--- config.mk ---
export PLATFORM = sky130hd
export DESIGN_NAME = descending_sorted_record_table
export DESIGN_NICKNAME = d
export VERILOG_FILES = /design/src/design/dsrt_pkg.sv /design/src/design/dsrt_cell.sv /design/src/design/descending_sorted_record_table.sv
export SDC_FILE = /design/constraint.sdc
export NUM_CORES = 1
export LEC_CHECK = 0
export BUFFER_PORTS_ARGS = -buffer_cell sky130_fd_sc_hd__buf_4
export CAP_MARGIN = 20
export CORE_ASPECT_RATIO = 2
export CORE_MARGIN = 2
export CORE_UTILIZATION = 41
export DETAILED_ROUTE_END_ITERATION = 7
export HOLD_SLACK_MARGIN = 0.02
export PLACE_DENSITY = 0.61
export SLEW_MARGIN = 25
export SYNTH_ARGS = -nofsm -noshare
export SYNTH_HDL_FRONTEND = slang
export SYNTH_SLANG_ARGS = --single-unit
export TNS_END_PERCENT = 20
--- constraint.sdc ---
create_clock -name clk -period 6.46 [get_ports clk]
set_clock_uncertainty 0.1 [all_clocks]
set_input_delay 0.646 -clock clk [delete_from_list [all_inputs] [get_ports clk]]
set_output_delay 0.646 -clock clk [all_outputs]
set_load 0.02 [all_outputs]
--- src/design/dsrt_pkg.sv ---
// shared types, sizes and codes for the descending sorted record table
package dsrt_pkg;

  // table size and stored key width
  localparam int DEPTH      = 16;
  localparam int SCORE_BITS = 12;

  // field widths of the stream items
  localparam int ID_W    = 16;
  localparam int SCORE_W = 12;
  localparam int RANK_W  = 4;
  localparam int POS_W   = 4;
  localparam int STAT_W  = 2;
  localparam int CAP_W   = 5;

  // derived widths
  localparam int CNT_W   = $clog2(DEPTH + 1);
  localparam int IN_DW   = 32;
  localparam int OUT_DW  = 40;
  localparam int CFG_AW  = 3;
  localparam int CFG_DW  = 32;

  // register map, indexed by paddr[2]
  localparam logic REG_CAPACITY = 1'b0;
  localparam logic [CAP_W-1:0] CAP_RESET = 5'd16;

  // operation codes carried on tuser
  localparam logic FN_INSERT = 1'b0;
  localparam logic FN_READ   = 1'b1;

  typedef enum logic [STAT_W-1:0] {
    ST_DONE  = 2'd0,
    ST_FULL  = 2'd1,
    ST_RANGE = 2'd2
  } status_t;

  // one stored record
  typedef struct packed {
    logic [ID_W-1:0]       id;
    logic [SCORE_BITS-1:0] score;
  } rec_t;

  // per-cell control from the top level
  typedef struct packed {
    logic ins;
    logic occ;
  } cell_ctl_t;

endpackage

--- src/design/dsrt_cell.sv ---
// one compare-and-shift cell of the sorted record row
module dsrt_cell (
  input  logic              clk,
  input  dsrt_pkg::cell_ctl_t ctl_i,
  input  dsrt_pkg::rec_t    new_rec_i,
  input  dsrt_pkg::rec_t    prev_rec_i,
  input  logic              prev_ge_i,
  output logic              ge_o,
  output logic              take_new_o,
  output dsrt_pkg::rec_t    rec_o
);
  import dsrt_pkg::*;

  rec_t rec_r;
  rec_t rec_nxt;

  // stays in place when its score ranks at or above the new one
  assign ge_o       = ctl_i.occ && (rec_r.score >= new_rec_i.score);
  assign take_new_o = !ge_o && prev_ge_i;

  // keep, take the new record, or shift down from the left neighbor
  always_comb begin
    rec_nxt = rec_r;
    if (ctl_i.ins && !ge_o) begin
      rec_nxt = take_new_o ? new_rec_i : prev_rec_i;
    end
  end

  always_ff @(posedge clk) begin
    rec_r <= rec_nxt;
  end

  assign rec_o = rec_r;

endmodule

--- src/design/descending_sorted_record_table.sv ---
// top level of the descending sorted record table
// Keeps up to DEPTH records (16-bit id, 12-bit score) in a row of cells in
// descending score order; equal scores stay in arrival order. tuser selects
// insert (0) or read at rank (1). Every request is handled by the cell row,
// where each cell compares its score with the new one and either holds,
// takes the new record or takes its left neighbor's record, and yields one
// result in the output register the next cycle: one request per cycle
// sustained while results are taken. Inserts past the capacity register
// (reset 16) report full; reads at an empty rank report out of range.
module descending_sorted_record_table (
  input  logic                         clk,
  input  logic                         rst_n,
  // request stream
  input  logic                         in_tvalid,
  output logic                         in_tready,
  // [15:0] record_id, [27:16] score, [31:28] rank_index
  input  logic [dsrt_pkg::IN_DW-1:0]   in_tdata,
  // [0] func
  input  logic                         in_tuser,
  // result stream
  output logic                         out_tvalid,
  input  logic                         out_tready,
  // [1:0] status, [5:2] position, [21:6] entry_id, [33:22] entry_score, rest 0
  output logic [dsrt_pkg::OUT_DW-1:0]  out_tdata,
  // configuration port
  input  logic                         cfg_psel,
  input  logic                         cfg_penable,
  input  logic                         cfg_pwrite,
  input  logic [dsrt_pkg::CFG_AW-1:0]  cfg_paddr,
  input  logic [dsrt_pkg::CFG_DW-1:0]  cfg_pwdata,
  output logic [dsrt_pkg::CFG_DW-1:0]  cfg_prdata,
  output logic                         cfg_pready
);
  import dsrt_pkg::*;

  logic [CAP_W-1:0] capacity_r;
  logic [CNT_W-1:0] count_r;
  logic             out_valid_r;
  status_t          status_r;
  logic [POS_W-1:0] pos_r;
  logic [ID_W-1:0]  eid_r;
  logic [SCORE_W-1:0] escore_r;

  // request fields
  logic              acc;
  logic              func;
  logic [ID_W-1:0]   req_id;
  logic [SCORE_W-1:0] req_score;
  logic [RANK_W-1:0] req_rank;
  rec_t              new_rec;

  assign func      = in_tuser;
  assign req_id    = in_tdata[ID_W-1:0];
  assign req_score = in_tdata[ID_W+SCORE_W-1:ID_W];
  assign req_rank  = in_tdata[ID_W+SCORE_W+RANK_W-1:ID_W+SCORE_W];
  assign new_rec   = '{id: req_id, score: req_score[SCORE_BITS-1:0]};

  assign in_tready = !out_valid_r || out_tready;
  assign acc       = in_tvalid && in_tready;

  // full when count reaches the capacity or the row length
  logic full;
  logic do_ins;
  assign full   = (32'(count_r) >= 32'(capacity_r)) || (32'(count_r) >= 32'(DEPTH));
  assign do_ins = acc && (func == FN_INSERT) && !full;

  // cell row
  logic      ge   [DEPTH];
  logic      bnd  [DEPTH];
  rec_t      recs [DEPTH];

  for (genvar k = 0; k < DEPTH; k++) begin : g_cell
    cell_ctl_t ctl;
    assign ctl.ins = do_ins;
    assign ctl.occ = CNT_W'(k) < count_r;
    dsrt_cell u_cell (
      .clk        (clk),
      .ctl_i      (ctl),
      .new_rec_i  (new_rec),
      .prev_rec_i ((k == 0) ? new_rec : recs[(k == 0) ? 0 : k - 1]),
      .prev_ge_i  ((k == 0) ? 1'b1 : ge[(k == 0) ? 0 : k - 1]),
      .ge_o       (ge[k]),
      .take_new_o (bnd[k]),
      .rec_o      (recs[k])
    );
  end

  // insert rank from the one-hot boundary, read record by one-hot rank select
  logic [POS_W-1:0] ins_pos;
  rec_t             rd_rec;
  always_comb begin
    ins_pos = '0;
    rd_rec  = '0;
    for (int k = 0; k < DEPTH; k++) begin
      if (bnd[k]) ins_pos = ins_pos | POS_W'(k);
      if (CNT_W'(req_rank) == CNT_W'(k)) rd_rec = rd_rec | recs[k];
    end
  end

  logic rd_ok;
  assign rd_ok = CNT_W'(req_rank) < count_r;

  // control state: count, capacity, result valid
  always_ff @(posedge clk) begin
    if (!rst_n) begin
      count_r     <= '0;
      capacity_r  <= CAP_RESET;
      out_valid_r <= 1'b0;
    end else begin
      if (do_ins) count_r <= count_r + CNT_W'(1);
      if (cfg_psel && cfg_penable && cfg_pwrite && cfg_pready &&
          cfg_paddr[2] == REG_CAPACITY) begin
        capacity_r <= cfg_pwdata[CAP_W-1:0];
      end
      if (acc) out_valid_r <= 1'b1;
      else if (out_tready) out_valid_r <= 1'b0;
    end
  end

  // result payload
  always_ff @(posedge clk) begin
    if (acc) begin
      eid_r    <= '0;
      escore_r <= '0;
      if (func == FN_INSERT) begin
        status_r <= full ? ST_FULL : ST_DONE;
        pos_r    <= full ? '0 : ins_pos;
      end else begin
        pos_r <= POS_W'(req_rank);
        if (rd_ok) begin
          status_r <= ST_DONE;
          eid_r    <= rd_rec.id;
          escore_r <= SCORE_W'(rd_rec.score);
        end else begin
          status_r <= ST_RANGE;
        end
      end
    end
  end

  assign out_tvalid = out_valid_r;
  assign out_tdata  = {(OUT_DW - STAT_W - POS_W - ID_W - SCORE_W)'(0),
                       escore_r, eid_r, pos_r, status_r};

  // register read
  assign cfg_pready = 1'b1;
  assign cfg_prdata = (cfg_paddr[2] == REG_CAPACITY) ? CFG_DW'(capacity_r) : '0;

endmodule

# == Yosys cells after proc, flatten, opt, wreduce, memory -nomap -nowiden ==
# Index checks and enable logic that the tools add are counted.
# word_totals
register_bits,493
latchBits,0
ram_bits,0
romBits,0
mem_count,0
# classes
n_addsub,1
mul,0
div,0
magnitude_cmp,35
eq_ne,15
shift,0
n_mux,54
n_bitwise,17
n_reduce_logical,76
# ops
op,n
$mux 28,31
$or 28x28->28,15
$ge 12x12->1,16
$logic_and 1x1->1,53
$lt 4x5->1 const A,8
$mux 4,10
$eq 4x4->1 const B,8
$lt 3x5->1 const A,4
$logic_not 1->1,18
$eq 4x3->1 const B,4
$mux 3,4
$lt 1x5->1 const A,2
$lt 2x5->1 const A,2
$eq 4x2->1 const B,2
$mux 2,4
$add 5x1->5 const B,1
$ge 5x5->1,1
$ge 5x5->1 const B,1
$lt 4x5->1,1
$mux 5,1
$eq 4x1->1 const B,1
$logic_not 4->1,1
$mux 1,4
$logic_or 1x1->1,2
3 further kinds,4

# == Logic depth before layout (Yosys ltp) ==
# logic_depth
depth_word,32
mapped_depth,13

# == Modules after synthesis ==
# A second synthesis with hierarchy kept.
# unflattened
cells_unflattened,4755
hier_area_um2,42150.4
# by_module_without_submodules
module,instances,cells_each,area_per_inst_um2,seq_area_each_um2
dsrt_cell at g_cell[14].u_cell ...,11,252,2259.7,840.8
dsrt_cell at g_cell[0].u_cell ...,5,252,2284.7,840.8
descending_sorted_record_table,1,723,5870.6,1241.2

# == Worst setup path before layout ==
# Ideal clock, no wire load.
# synth_path
kind,input-to-reg
from,input out_tready
to,register g_cell[6].u_cell.rec_r (netlist bit g_cell[6].u_cell.rec_o[0]) (enable)
t_arrival_ns,3.785
t_required_ns,5.938
setup_slack_ns,2.152
path_stages,5
n_path_buf,1
cell_sequence,nand2b_1 and2_1 o2111ai_1 clkbuf_1 a21oi_1
# synth_between
elab_chain_len,5
# synth_rtl
element,line,source
from (decl),descending_sorted_record_table.sv:22,"input logic out_tready,"
$logic_or 1x1->1,descending_sorted_record_table.sv:58,assign in_tready = !out_valid_r || out_tready;
$logic_and 1x1->1,descending_sorted_record_table.sv:59,assign acc = in_tvalid && in_tready;
via acc,descending_sorted_record_table.sv:45,logic acc;
$logic_and 1x1->1 (2 in series),descending_sorted_record_table.sv:65,assign do_ins = acc && (func == FN_INSERT) && !full;
$logic_and 1x1->1,dsrt_cell.sv:24,if (ctl_i.ins && !ge_o) begin
to (signal assigned),dsrt_cell.sv:30,rec_r <= rec_nxt;
to (decl),dsrt_cell.sv:14,rec_t rec_r;
# The timed path passes the listed nets, and every way through them passes these cells.
# A chain may end at the register's enable or synchronous reset.

# == Worst setup path in the final report ==
# layout_path
from,input in_tdata[17] (netlist bit)
to,register g_cell[6].u_cell.rec_r (netlist bit g_cell[6].u_cell.rec_o[23]) (data pin)
# layout_between
elab_chain_len,5
elab_cells_between_ends,7
# layout_rtl
element,line,source
from (decl),descending_sorted_record_table.sv:17,"input logic [dsrt_pkg::IN_DW-1:0] in_tdata,"
$ge 12x12->1,dsrt_cell.sv:18,assign ge_o = ctl_i.occ && (rec_r.score >= new_rec_i.score);
$logic_and 1x1->1,dsrt_cell.sv:18,
$logic_not 1->1,dsrt_cell.sv:19,assign take_new_o = !ge_o && prev_ge_i;
$logic_and 1x1->1 *,dsrt_cell.sv:19,
$mux 28 *,dsrt_cell.sv:25,rec_nxt = take_new_o ? new_rec_i : prev_rec_i;
# Every way passes the cells marked *; elsewhere a longest branch is shown, timed or not.

==> summary.md <==
| Metric | Value |
|---|---|
| Outcome | complete, no violations |
| Initial core utilization | 0.415 |
| Cell Area, Synth | 27300 um^2 |
| Critical Path End Type | flip-flop |
| Worst min path class | primary input to flip-flop |
| Initial DRC Count | between 2000 and 2500 |
| Period Utilization, post-route | 0.714 |
| Tot Pwr | 7300 uW |
| Top_reg_cell synth | edfxtp_1 |
| Critical Path Max Stage Delay | between 0.8 and 0.9 ns |
| M2 GR Usage | 0.517 |
| Slew headroom | 0.231 |
| Die Span Y | roughly 370 um |
| Area contributors post-synth | edfxtp_1, mux2_2, ha_1, a221oi_1, a22o_1 |
| Maximum fanout along the worst path | 22 |
| Routed wire per std cell | ~33 um |
| P per Cell Area | around 240 nW/um^2 |
| Post-synth EDFFs | ~480 |
| Fraction of registers with async set/reset | 0 |
| Core area | 65700 um^2 |
| # rows | ~130 |
| Routability cong. | 0.930 |
| Largest area contributor in the netlist | edfxtp_1 |
| P&R area growth vs syn | 12.2% |
| Clock-pin slew on the worst setup and hold paths | ~0.07 ns |
| Total CTS buffers | between 40 and 50 |
| Syn Area/Cell | approximately 13 um^2 |
| Register area share after synthesis | 0.539 |
| M1 GR Usage | 0.299 |
| Mapped Cells | 2130 |
| Antenna-violating nets left | 0 |
| Filler cells | 5837 |
| DRC viols | 0 |
| Clk sinks | about 500 |
| Antenna diodes | 0 |
| DIE WIDTH | 186 um |
| Antenna violations before repair | 0 |
| I/O Buffers | 86 |
| Post-CTS Setup Repair Bufs | 0 |
| Critical Path, Cell by Cell | buf_4 -> inv_1 -> ha_1 -> nand2_1 -> o21ai_0 -> a221oi_1 -> o21ai_0 -> a21bo_2 -> buf_4 -> mux2_2 |
| Library cells used by synthesis | 63 |
| Critical Path RT | ~6.7 ns |
| Final wirelength | approximately 100000 um |
| CTS tree | yes |
| Register area | around 15000 um^2 |
| Layout cells sized above 1 | 0.258 |
| Leakage power figure | 0.0112 uW |
| GR Util met3 | 0.0510 |
| Drt pass-1 iters | 7 |
| Top delay family on crit path | compound AO/OA/AOI/OAI gates |
| CTS root buf | clkbuf_16 |
| Slowest cell on crit path | a21bo_2 |
| Vias | 20100 |
| First-pass GRT wire length | 143000 um |
| Final setup TNS | 0 ns |
| Synth Register Bits | about 490 |
| Vias/cell | 6.49 |
| Worst Tran Pin Value | approximately 1.2 ns |
| Synth Warn # | 0 |
| Post_cts resized | 0 |
| Max Root-Sink Buffers | 3 |
| RSZ-0062 raised after global routing | false |
| Fin. Hold Viols | 0 |
| Crit Path Class | primary input to flip-flop |
| Vias in the first global route | around 20000 |
| MaxCap Viol Count | 0 |
| Post-layout min period | ~4.6 ns |
| Nets | about 2500 |
| Post-synth top cells | edfxtp_1, mux2_2, ha_1 |
| Final slew viol count | 0 |
| CP arrival | about 4.9 ns |
| Critical path launch point type | primary input |
| Largest net degree at the start of global routing | 41 |
| Post-CTS Hold Buffers | 0 |
| Fmax achieved | 217 MHz |
| H-tree levels | 2 |
| Peak supply drop | ~0.17 mV |
| Worst-skew pair later-pin latency | ~0.61 ns |
| Grt total ovfl | 0 |
| Busiest grt layer | met2 |
| Final core utilization | 0.466 |
| I/O pins | 150 |
| Setup-failing EPs final | 0 |
| Worst path bufs/invs | 3 |
| Die Area | a little under 70000 um^2 |
| Share of the synthesized area in the top cell type | 0.531 |
| Count leader, synth | edfxtp_1 |
| GRT Total Usage | 0.293 |
| DP Wirelength | around 66000 um |
| Area of the multi-input gates | between 10000 and 15000 um^2 |
==> cells in the final DEF, fill, tap and decap left out, types with 11 or more instances in the layout <==
cell type | Yosys | routed
a22o_1 | 86 | 86
a21o_1 | 26 | 26
nand3_1 | 13 | 13
clkinv_1 | 0 | 11
a22oi_1 | 56 | 56
a211oi_1 | 14 | 14
nand2b_1 | 17 | 17
clkbuf_16 | 0 | 45
and3_1 | 37 | 36
nor2_1 | 62 | 41
a21oi_1 | 58 | 56
buf_4 | 36 | 144
dfxtp_1 | 11 | 11
inv_1 | 47 | 46
edfxtp_1 | 482 | 482
o21ai_0 | 144 | 142
mux2_2 | 303 | 303
nand4_1 | 17 | 17
a31oi_1 | 32 | 32
nor2_4 | 0 | 21
conb_1 | 2 | 34
a221oi_1 | 91 | 91
ha_1 | 201 | 201
nand2_1 | 151 | 147
==> worst reg2reg max path: stages (launching register included) <==
cell and delay, ns:
edfxtp_1 0.44, ha_1 0.33, a21oi_1 0.07, o21ai_0 0.76, a41oi_1 0.33, a211oi_1 0.86, nand2_2 0.65, buf_4 0.46
mux2_2 0.33
==> power breakdown <==
part	switching (uW)	total, uW	internal [uW]
logic	553	834	281
registers	102	3770	3670
clock network	1320	2690	1370
==> registers in the layout (all words and copies together) (netlist names) <==
name / cells
g_cell.u_cell.rec_o: 448
out_tvalid: 1
status_r: 2
capacity_r: 5
count_r: 5
pos_r: 4
escore_r: 12
eid_r: 16
==> layout make-up <==
cell class	count	area share
timing repair buffer	149	0.0389
sequential	493	0.480
clock inverter	32	0.00806
multi-input combinational	1453	0.394
tap	877	0.0359
clock buffer	49	0.0373
inverter	47	0.00577
==> through the flow <==
stage	std cells	setup WS, ns	cell area (um^2)	hold slack (ns)
after floorplan	2162	2.15	27400	0.386
after global placement	3015	1.20	29100	0.402
after detailed placement	3019	1.47	29200	0.409
after CTS	3100	2.07	30600	0.162
after global routing	3100	1.64	30600	0.171
final	3100	1.85	30600	0.172
==> kinds of logic after synthesis <==
group | share of synthesized area
buffers and inverters | 0.0369
AO/OA/AOI/OAI | 0.143
other | 0.000275
AND/OR/NAND/NOR | 0.0606
multiplexers | 0.127
flip-flops | 0.539
adder cells (fa/ha/maj) | 0.0922
XOR/XNOR | 0.000642
==> metal layers <==
| metal | wire length (um) | up-vias | share of wire |
|---|---|---|---|
| met3 | 8310 | 527 | 0.081 |
| met1 | 32700 | 9801 | 0.32 |
| li1 | - | 8468 | - |
| met5 | 0 | - | 0 |
| met2 | 51000 | 1319 | 0.50 |
| met4 | 10300 | 0 | 0.10 |
==> worst paths after layout <==
kind | cells past startpoint | slack (ns) | to | start
hold reg to reg | 2 | 0.42 | capacity_r[1] | capacity_r[1]
hold / removal | 1 | 0.17 | g_cell[0].u_cell.rec_o[6] | in_tdata[22]
setup / recovery | 10 | 1.85 | g_cell[6].u_cell.rec_o[23] | in_tdata[17]
setup reg to reg | 8 | 1.87 | g_cell[13].u_cell.rec_o[0] | g_cell[12].u_cell.rec_o[9]
Note: power is estimated with default switching activity, not from simulation.
